File: src/sv/circular_doubly_linked_list_engine_top_defines.svh
// assertion macros shared by the engine
`ifndef CIRCULAR_DOUBLY_LINKED_LIST_ENGINE_TOP_DEFINES_SVH
`define CIRCULAR_DOUBLY_LINKED_LIST_ENGINE_TOP_DEFINES_SVH
// assert that a condition implies a consequence on the same edge
`define CDL_ASSERT_IMP(lbl, clk, rst_n, cond, cons) \
    lbl: assert property (@(posedge clk) disable iff (!rst_n) (cond) |-> (cons)) \
        else $error("assertion failed");
// assert that a condition implies a consequence on the next edge
`define CDL_ASSERT_NEXT(lbl, clk, rst_n, cond, cons) \
    lbl: assert property (@(posedge clk) disable iff (!rst_n) (cond) |=> (cons)) \
        else $error("assertion failed");
`endif

File: src/sv/cdll_pkg.sv
package cdll_pkg;
    localparam int unsigned OP_BITS = 3;
    localparam int unsigned WORD_BITS = 32;
    localparam int unsigned ST_BITS = 3;

    typedef enum logic [OP_BITS-1:0] {
        OP_CREATE  = 3'd0,
        OP_LIST    = 3'd1,
        OP_INS_FRT = 3'd2,
        OP_INS_BCK = 3'd3,
        OP_DEL_FRT = 3'd4,
        OP_DEL_BCK = 3'd5,
        OP_DEL_AFT = 3'd6,
        OP_CLEAR   = 3'd7
    } t_op;

    typedef enum logic [ST_BITS-1:0] {
        ST_OK       = 3'd0,
        ST_EMPTY    = 3'd1,
        ST_FULL     = 3'd2,
        ST_NOTFOUND = 3'd3,
        ST_HEAD     = 3'd4
    } t_status;

    typedef struct packed {
        logic [OP_BITS-1:0]   op;
        logic signed [WORD_BITS-1:0] value;
    } t_in_word;

    typedef struct packed {
        logic signed [WORD_BITS-1:0] item_value;
        logic [ST_BITS-1:0]   status;
        logic                 last;
    } t_out_word;

    typedef enum logic [3:0] {
        S_IDLE,
        S_RESET_POOL,
        S_INS_HEAD,
        S_INS_LINK,
        S_DEL_READ,
        S_DEL_LINK,
        S_LIST_RD,
        S_LIST_EMIT,
        S_SRCH_RD,
        S_SRCH_CHK,
        S_DONE
    } t_state;

    // controller to datapath commands
    typedef struct packed {
        logic   latch_in;
        logic   pool_reset;
        logic   ins_alloc;
        logic   ins_link;
        logic   del_sel_head;
        logic   del_sel_tail;
        logic   del_sel_cur;
        logic   del_read;
        logic   del_link;
        logic   walk_start;
        logic   walk_read;
        logic   walk_step;
        logic   emit;
        logic   emit_item;
        logic   emit_last;
        logic [ST_BITS-1:0] emit_status;
    } t_cmd;

    // datapath to controller status
    typedef struct packed {
        logic   empty;
        logic   full;
        logic   walk_last;
        logic   match;
        logic   victim_is_head;
    } t_stat;
endpackage

File: src/sv/cdll_ctrl.sv
`include "circular_doubly_linked_list_engine_top_defines.svh"
module cdll_ctrl
    import cdll_pkg::*;
(
    input  logic             i_clk,
    input  logic             i_rst_n,
    input  logic             i_start,
    input  logic [OP_BITS-1:0] i_op,
    input  t_stat            i_stat,
    output t_cmd             o_cmd,
    output logic             o_busy
);
    t_state r_state, n_state;
    t_op    r_op, n_op;

    // state register
    always_ff @(posedge i_clk) begin
        if (!i_rst_n) begin
            r_state <= S_IDLE;
            r_op    <= OP_CREATE;
        end else begin
            r_state <= n_state;
            r_op    <= n_op;
        end
    end

    // next state and commands
    always_comb begin
        n_state = r_state;
        n_op    = r_op;
        o_cmd   = '0;
        o_busy  = (r_state != S_IDLE);
        case (r_state)
            S_IDLE: begin
                if (i_start) begin
                    n_op = t_op'(i_op);
                    o_cmd.latch_in = 1'b1;
                    case (t_op'(i_op))
                        OP_CREATE: n_state = S_RESET_POOL;
                        OP_LIST: begin
                            if (i_stat.empty) begin
                                o_cmd.emit = 1'b1;
                                o_cmd.emit_last = 1'b1;
                                o_cmd.emit_status = ST_EMPTY;
                            end else begin
                                o_cmd.walk_start = 1'b1;
                                n_state = S_LIST_RD;
                            end
                        end
                        OP_INS_FRT, OP_INS_BCK: begin
                            if (i_stat.full) begin
                                o_cmd.emit = 1'b1;
                                o_cmd.emit_last = 1'b1;
                                o_cmd.emit_status = ST_FULL;
                            end else begin
                                n_state = S_INS_HEAD;
                            end
                        end
                        OP_DEL_FRT, OP_DEL_BCK: begin
                            if (i_stat.empty) begin
                                o_cmd.emit = 1'b1;
                                o_cmd.emit_last = 1'b1;
                                o_cmd.emit_status = ST_EMPTY;
                            end else begin
                                o_cmd.del_sel_head = (t_op'(i_op) == OP_DEL_FRT);
                                o_cmd.del_sel_tail = (t_op'(i_op) == OP_DEL_BCK);
                                n_state = S_DEL_READ;
                            end
                        end
                        OP_DEL_AFT: begin
                            if (i_stat.empty) begin
                                o_cmd.emit = 1'b1;
                                o_cmd.emit_last = 1'b1;
                                o_cmd.emit_status = ST_EMPTY;
                            end else begin
                                o_cmd.walk_start = 1'b1;
                                n_state = S_SRCH_RD;
                            end
                        end
                        default: begin
                            o_cmd.emit = 1'b1;
                            o_cmd.emit_last = 1'b1;
                            if (i_stat.empty) begin
                                o_cmd.emit_status = ST_EMPTY;
                            end else begin
                                o_cmd.pool_reset = 1'b1;
                                o_cmd.emit_status = ST_OK;
                            end
                        end
                    endcase
                end
            end
            S_RESET_POOL: begin
                o_cmd.pool_reset = 1'b1;
                n_state = S_INS_HEAD;
            end
            // read head's prev link and allocate
            S_INS_HEAD: begin
                o_cmd.ins_alloc = 1'b1;
                n_state = S_INS_LINK;
            end
            S_INS_LINK: begin
                o_cmd.ins_link = 1'b1;
                o_cmd.emit = 1'b1;
                o_cmd.emit_last = 1'b1;
                o_cmd.emit_status = ST_OK;
                n_state = S_IDLE;
            end
            S_DEL_READ: begin
                o_cmd.del_read = 1'b1;
                n_state = S_DEL_LINK;
            end
            S_DEL_LINK: begin
                o_cmd.del_link = 1'b1;
                o_cmd.emit = 1'b1;
                o_cmd.emit_last = 1'b1;
                o_cmd.emit_status = ST_OK;
                n_state = S_IDLE;
            end
            // list walk: read node, then emit and step
            S_LIST_RD: begin
                o_cmd.walk_read = 1'b1;
                n_state = S_LIST_EMIT;
            end
            S_LIST_EMIT: begin
                o_cmd.emit = 1'b1;
                o_cmd.emit_item = 1'b1;
                o_cmd.emit_status = ST_OK;
                o_cmd.walk_step = 1'b1;
                if (i_stat.walk_last) begin
                    o_cmd.emit_last = 1'b1;
                    n_state = S_IDLE;
                end else begin
                    n_state = S_LIST_RD;
                end
            end
            S_SRCH_RD: begin
                o_cmd.walk_read = 1'b1;
                n_state = S_SRCH_CHK;
            end
            S_SRCH_CHK: begin
                o_cmd.walk_step = 1'b1;
                if (i_stat.match) begin
                    if (i_stat.victim_is_head) begin
                        o_cmd.emit = 1'b1;
                        o_cmd.emit_last = 1'b1;
                        o_cmd.emit_status = ST_HEAD;
                        n_state = S_IDLE;
                    end else begin
                        o_cmd.del_sel_cur = 1'b1;
                        n_state = S_DEL_READ;
                    end
                end else if (i_stat.walk_last) begin
                    o_cmd.emit = 1'b1;
                    o_cmd.emit_last = 1'b1;
                    o_cmd.emit_status = ST_NOTFOUND;
                    n_state = S_IDLE;
                end else begin
                    n_state = S_SRCH_RD;
                end
            end
            default: n_state = S_IDLE;
        endcase
    end

    `CDL_ASSERT_IMP(a_emit_busy_or_start, i_clk, i_rst_n, o_cmd.emit, o_busy || i_start)
    `CDL_ASSERT_NEXT(a_last_ends, i_clk, i_rst_n, o_cmd.emit && o_cmd.emit_last, r_state == S_IDLE)
    `CDL_ASSERT_IMP(a_item_only_list, i_clk, i_rst_n, o_cmd.emit_item, r_op == OP_LIST)
endmodule

File: src/sv/cdll_dp.sv
`include "circular_doubly_linked_list_engine_top_defines.svh"
module cdll_dp
    import cdll_pkg::*;
#(
    parameter int unsigned CAPACITY  = 16,
    parameter int unsigned DATA_BITS = 32
) (
    input  logic      i_clk,
    input  logic      i_rst_n,
    input  t_in_word  i_in,
    input  t_cmd      i_cmd,
    output t_stat     o_stat,
    output t_out_word o_out,
    output logic      o_out_valid
);
    localparam int unsigned IW = (CAPACITY > 1) ? $clog2(CAPACITY) : 1;
    localparam int unsigned CW = $clog2(CAPACITY + 1);

    logic [DATA_BITS-1:0] m_value [CAPACITY];
    logic [IW-1:0]        m_next  [CAPACITY];
    logic [IW-1:0]        m_prev  [CAPACITY];
    logic [IW-1:0]        r_free  [CAPACITY];

    logic [IW-1:0] r_head, r_cur, r_tail, r_new, r_vprev, r_vnext, r_victim;
    logic [CW-1:0] r_count, r_top, r_walk;
    logic [DATA_BITS-1:0] r_key, r_rd_value;
    logic [IW-1:0] r_rd_next;
    logic          r_front;
    t_out_word r_out;
    logic      r_out_valid;

    logic [IW-1:0] w_top_idx;
    logic [IW-1:0] w_del_n;
    logic [CW-1:0] w_top_dec;

    assign w_top_dec = r_top - CW'(1);
    assign w_top_idx = w_top_dec[IW-1:0];
    assign w_del_n   = r_victim;

    // control state: head, count, free stack
    always_ff @(posedge i_clk) begin
        if (!i_rst_n) begin
            r_head  <= '0;
            r_count <= '0;
            r_top   <= CW'(CAPACITY);
            for (int i = 0; i < CAPACITY; i++) begin
                r_free[i] <= IW'(i);
            end
        end else begin
            if (i_cmd.pool_reset) begin
                r_head  <= '0;
                r_count <= '0;
                r_top   <= CW'(CAPACITY);
                for (int i = 0; i < CAPACITY; i++) begin
                    r_free[i] <= IW'(i);
                end
            end
            if (i_cmd.ins_alloc) begin
                r_top <= w_top_dec;
            end
            if (i_cmd.ins_link) begin
                r_count <= r_count + CW'(1);
                if (r_count == '0 || r_front) begin
                    r_head <= r_new;
                end
            end
            if (i_cmd.del_link) begin
                r_free[r_top[IW-1:0]] <= w_del_n;
                r_top <= r_top + CW'(1);
                if (r_count <= CW'(1)) begin
                    r_count <= '0;
                    r_head  <= '0;
                end else begin
                    r_count <= r_count - CW'(1);
                    if (w_del_n == r_head) begin
                        r_head <= r_vnext;
                    end
                end
            end
        end
    end

    // node memory and working registers
    always_ff @(posedge i_clk) begin
        if (i_cmd.latch_in) begin
            r_key   <= DATA_BITS'(signed'(i_in.value));
            r_front <= (t_op'(i_in.op) == OP_INS_FRT);
        end
        if (i_cmd.ins_alloc) begin
            r_new  <= r_free[w_top_idx];
            r_tail <= m_prev[r_head];
            m_value[r_free[w_top_idx]] <= r_key;
        end
        if (i_cmd.ins_link) begin
            if (r_count == '0) begin
                m_next[r_new] <= r_new;
                m_prev[r_new] <= r_new;
            end else begin
                m_next[r_new]  <= r_head;
                m_prev[r_new]  <= r_tail;
                m_next[r_tail] <= r_new;
                m_prev[r_head] <= r_new;
            end
        end
        if (i_cmd.del_sel_head) begin
            r_victim <= r_head;
        end
        if (i_cmd.del_sel_tail) begin
            r_victim <= m_prev[r_head];
        end
        if (i_cmd.del_sel_cur) begin
            r_victim <= r_rd_next;
        end
        if (i_cmd.del_read) begin
            r_vprev <= m_prev[r_victim];
            r_vnext <= m_next[r_victim];
        end
        if (i_cmd.del_link && r_count > CW'(1)) begin
            m_next[r_vprev] <= r_vnext;
            m_prev[r_vnext] <= r_vprev;
        end
        if (i_cmd.walk_start) begin
            r_cur  <= r_head;
            r_walk <= CW'(1);
        end
        if (i_cmd.walk_read) begin
            r_rd_value <= m_value[r_cur];
            r_rd_next  <= m_next[r_cur];
        end
        if (i_cmd.walk_step) begin
            r_cur  <= r_rd_next;
            r_walk <= r_walk + CW'(1);
        end
    end

    // status back to the controller
    assign o_stat.empty          = (r_count == '0);
    assign o_stat.full           = (r_top == '0);
    assign o_stat.walk_last      = (r_walk >= r_count);
    assign o_stat.match          = (r_rd_value == r_key);
    assign o_stat.victim_is_head = (r_rd_next == r_head);

    // result register
    always_ff @(posedge i_clk) begin
        if (!i_rst_n) begin
            r_out_valid <= 1'b0;
        end else begin
            r_out_valid <= i_cmd.emit;
        end
        if (i_cmd.emit) begin
            r_out.item_value <= i_cmd.emit_item
                ? WORD_BITS'(signed'(r_rd_value)) : '0;
            r_out.status <= i_cmd.emit_status;
            r_out.last   <= i_cmd.emit_last;
        end
    end

    assign o_out       = r_out;
    assign o_out_valid = r_out_valid;

    // the count still lags the pop while an insert links
    `CDL_ASSERT_IMP(a_count_le_cap, i_clk, i_rst_n, 1'b1, r_count <= CW'(CAPACITY))
    `CDL_ASSERT_IMP(a_pool_balance, i_clk, i_rst_n, !i_cmd.ins_link, r_count + r_top == CW'(CAPACITY))
    `CDL_ASSERT_NEXT(a_alloc_pops, i_clk, i_rst_n, i_cmd.ins_alloc, r_top == $past(r_top) - CW'(1))
endmodule

File: src/sv/circular_doubly_linked_list_engine_top.sv
// Circular doubly linked list engine over a pool of CAPACITY nodes. Raise
// start with a word while busy is low. Every operation returns one result
// word on o_out, marked by o_done for one cycle, except list, which returns
// one word per node from the head, the final one with last set. The receiver
// cannot stall, so results must be taken as they appear. Clear and failed
// operations end in the accept cycle; create resets the pool and inserts;
// inserts allocate then link; deletes read the victim's links then unlink;
// list and delete after walk one node at a time, and a match may unlink the
// next node. Each result appears the cycle after its operation ends.
module circular_doubly_linked_list_engine_top
    import cdll_pkg::*;
#(
    parameter int unsigned CAPACITY  = 16,
    parameter int unsigned DATA_BITS = 32
) (
    input  logic      i_clk,
    input  logic      i_rst_n,
    input  logic      start,
    output logic      busy,
    input  t_in_word  i_in,
    output t_out_word o_out,
    output logic      o_done
);
    t_cmd  w_cmd;
    t_stat w_stat;

    cdll_ctrl u_ctrl (
        .i_clk   (i_clk),
        .i_rst_n (i_rst_n),
        .i_start (start),
        .i_op    (i_in.op),
        .i_stat  (w_stat),
        .o_cmd   (w_cmd),
        .o_busy  (busy)
    );

    cdll_dp #(
        .CAPACITY  (CAPACITY),
        .DATA_BITS (DATA_BITS)
    ) u_dp (
        .i_clk       (i_clk),
        .i_rst_n     (i_rst_n),
        .i_in        (i_in),
        .i_cmd       (w_cmd),
        .o_stat      (w_stat),
        .o_out       (o_out),
        .o_out_valid (o_done)
    );
endmodule

File: config.mk
export PLATFORM = sky130hd
export DESIGN_NAME = circular_doubly_linked_list_engine_top
export DESIGN_NICKNAME = d
export VERILOG_FILES = /design/src/sv/cdll_pkg.sv /design/src/sv/cdll_ctrl.sv /design/src/sv/cdll_dp.sv /design/src/sv/circular_doubly_linked_list_engine_top.sv
export VERILOG_INCLUDE_DIRS = /design/src /design/src/sv
export SDC_FILE = /design/constraint.sdc
export NUM_CORES = 1
export LEC_CHECK = 0
export BUFFER_PORTS_ARGS = -buffer_cell sky130_fd_sc_hd__buf_2
export CAP_MARGIN = 20
export CORE_ASPECT_RATIO = 0.75
export CORE_MARGIN = 5
export CORE_UTILIZATION = 55
export DETAILED_ROUTE_END_ITERATION = 6
export GPL_TIMING_DRIVEN = 0
export PLACE_DENSITY = 0.71
export SYNTH_ARGS = -nofsm -noshare
export SYNTH_HDL_FRONTEND = slang
export SYNTH_SLANG_ARGS = --single-unit
File: constraint.sdc
create_clock -name i_clk -period 8.55 [get_ports i_clk]
set_input_delay 2.1375 -clock i_clk [delete_from_list [all_inputs] [get_ports i_clk]]
set_output_delay 2.1375 -clock i_clk [all_outputs]
set_load 0.05 [all_outputs]
==> impl_results.md <==
- Outcome: finished clean
- Final worst path period share: 55.8%
- PwrDens: 214 nW/um^2
- Hold Fails Final Rpt: 0
- Iteration-0 DRC Markers: 3049
- GRT overflow: 0
- Remaining antenna violation count: 0
- Final Wtd Congestion: 0.947
- CP Launch Type: flip-flop
- Clk buf depth: 3
- Routed wire length: 96800 microns
- Initial antenna violation count: 3
- Non-Filler Instances: approximately 3.1k
- Clk root buf: clkbuf_16
- Total power: 9.03 mW
- Slew Limit Headroom: 29.2%
- DR WL/cell: 30.9 microns
- Worst Skew: ~29 ps
- Top-area cell type share of the netlist area: between 60% and 70%
- Most instantiated library cell after synthesis: edfxtp_1
- Min-Delay Path Class: flip-flop to flip-flop
- GRT Util Overall: 26.1%
- Initial Utilization: ~56%
- Post-Syn Area: 37400 sq um
- Kind of critical path: flip-flop to flip-flop
- CTS tree: done
- Largest area contributor in the synthesized netlist: edfxtp_1
- Post-synthesis cell count: 1988
- CP Cell Sequence: buf_6 > buf_4 > inv_1 > ha_1 > buf_4 > clkbuf_1 > mux4_1 > mux2i_2 > nand2_1 > o21ai_0 > nand2_1 > nor2_4 > buf_12
- Register area: 25500 sq um
- Fill cells: 4563
- Leakage: 13.3 nW
- Sum of negative setup slack: 0 ps
- # port buffers: 74
- Core ar.: 67100 sq um
- CP bufs+invs: 6
- Fin crit period: around 4800 ps
- # Post-CTS Setup Buffers: 0
- Latest clock arrival within the worst-skew pair: 640 ps
- VDD IR max: approximately 0.15 mV
- Area Overhead vs Synth: 12.8%
- Std cell rows: 82
- Synth Area per Inst: 18.8 sq um
- Crit-path slowest cell: nor2_4
- Pins Over Slew Limit: 0
- Number of global-route vias before repair: 20.4k
- Yosys warning count: 0
- Place WS: ~3900 ps
- Placed Cells incl. Taps: 2969
- DRC viols: 0
- CP arrival: 5080 ps
- Top cells by area, synth: edfxtp_1 (67%), mux4_2 (15%), mux2_2 (4.1%)
- Hpwl dp: 63500 microns
- Routed vias/inst: 6.63
- Ys async rst share: 0%
- H-tree depth: 3
- First-pass GRT wire length: between 100000 and 150000 microns
- RSZ-0062 raised after global routing: no
- CTS Buf Count: 82
- Cell family with most CP delay: buffers and inverters
- Final nets: 2228
- Number of library cell types mapped by synthesis: 84
- Total of max-cap violations: 0
- Sequential area share after synthesis: 68.3%
- Cts repair resizes: 0
- EDFF count, synth: 838
- Layout cell share with drive strength beyond 1: 32.4%
- Multi-input combinational cell area: 11300 sq um
- CP max stage delay: 660 ps
- Vert. Die Dim: 236 microns
- Post-CTS Hold Buffers: 0
- Largest net degree at the start of global routing: 29
- Req. time, crit path: around 8900 ps
- F_max: 0.210 GHz
- Worst setup EP type: flip-flop
- Worst slew pin tran: ~1100 ps
- Crit path max fanout: 19
- Worst-path clk slew: 60 ps
- Synth Register Bits: 857
- Clock Sinks: roughly 860
- Synth cell count leaders: edfxtp_1 (838), mux4_2 (244), mux2_2 (137), nand2_1 (80), clkbuf_1 (75)
- Die W: slightly above 300 microns
- Die Area: 73400 sq um
- # IOs: 76
- Final setup viols: 0
- Syn Nets: 2040
- Final worst slack: approximately 3800 ps
- DR vias: between 20k and 25k
- Synth Flop Type: edfxtp_1
- DRT Pass-1 Iters: 5
-- cell families (layout without fill, tap and decap cells) --
family	Yosys count	after routing	synth area share [%]
and+or+nand+nor	363	363	5.53
muxes	405	405	19.8
other	0	4	0
buffers and inverters	148	404	1.81
AOI/OAI and AO/OA	153	153	2.99
adders and majority gates	14	14	0.468
DFF	857	857	68.3
xor gates and xnor gates	48	48	1.12
-- per-layer routing --
layer | GRT usage, % | vias to the layer above | share of wire (%)
met3 | 5.55 | 132 | 11
met1 | 40.8 | 10753 | 42
met2 | 38.8 | 1374 | 45
li1 | - | 8499 | -
met4 | 5.27 | 0 | 1.8
met5 | 0 | - | 0
-- per-stage QoR --
stage | util [%] | hold slack (ps) | cell area (sq um)
2_1_floorplan | - | 452 | 37400
3_3_place_gp | 57.9 | 471 | 38900
3_5_place_dp | 58.8 | 475 | 39500
4_1_cts | 62.8 | 486 | 42100
5_1_grt | 62.9 | 540 | 42200
6_report | 62.9 | 499 | 42200
-- worst reg2reg max path, cell delays in order (launching register included) --
cell and delay, ps:
dfxtp_1 410, buf_6 180, buf_4 250, inv_1 130, ha_1 300, buf_4 160
clkbuf_1 580, mux4_1 430, mux2i_2 380, nand2_1 110, o21ai_0 220, nand2_1 320
nor2_4 660, buf_12 280
-- registers in the layout, indices dropped and copies added (netlist names), 4 cells and up --
register         flops
u_dp.r_head          4
u_dp.r_walk          5
u_dp.r_vnext         4
u_dp.r_free         64
u_dp.r_new           4
u_dp.r_cur           4
u_dp.m_value       512
u_dp.m_next         64
u_dp.r_count         5
u_dp.r_victim        4
u_dp.r_rd_value     32
u_dp.r_top           5
u_dp.r_rd_next       4
u_dp.m_prev         64
u_ctrl.r_state       4
u_dp.r_vprev         4
u_dp.r_tail          4
u_dp.o_out          36
u_dp.r_key          32
-- final timing paths --
path,endpoint,cells past startpoint,start,slack (ps)
setup reg to reg,u_dp.m_value[0][0],13,u_dp.r_top[0],3780
setup / recovery,u_dp.m_value[0][0],13,u_dp.r_top[0],3780
hold reg to reg,u_dp.r_top[4],1,u_dp.r_top[4],500
hold / removal,u_dp.r_top[4],1,u_dp.r_top[4],500
-- placed cells by master, fill, tap and decap left out, types with 14 or more instances in the layout --
master and n:
a21oi_1 25, and2_1 47, buf_12 19, buf_2 105, clkbuf_1 90, clkbuf_16 83, clkinv_1 20, clkinv_2 16
dfxtp_1 19, edfxtp_1 838, ha_1 14, inv_1 15, mux2_2 137, mux4_2 244, nand2_1 79, nand3_1 23
nor2_1 50, nor2_4 20, nor2b_1 17, nor3_1 21, o21ai_0 42, xor2_1 39
-- cell type report --
| class | count | share of cell area (%) |
|---|---|---|
| sequential | 857 | 60.5 |
| multi-input combinational | 983 | 26.8 |
| clock buffer | 98 | 5.06 |
| tap | 882 | 2.62 |
| timing repair buffer | 104 | 2.12 |
| buffer | 130 | 1.44 |
| clock inverter | 54 | 1.22 |
| inverter | 18 | 0.160 |
| antenna | 4 | 0.0237 |
-- report_power, final --
group	internal (mW)	switching, mW
Sequential	4.76	0.106
Combinational	0.171	0.391
Clock	2.02	1.59
No activity file was read; power rests on OpenSTA's default activity.
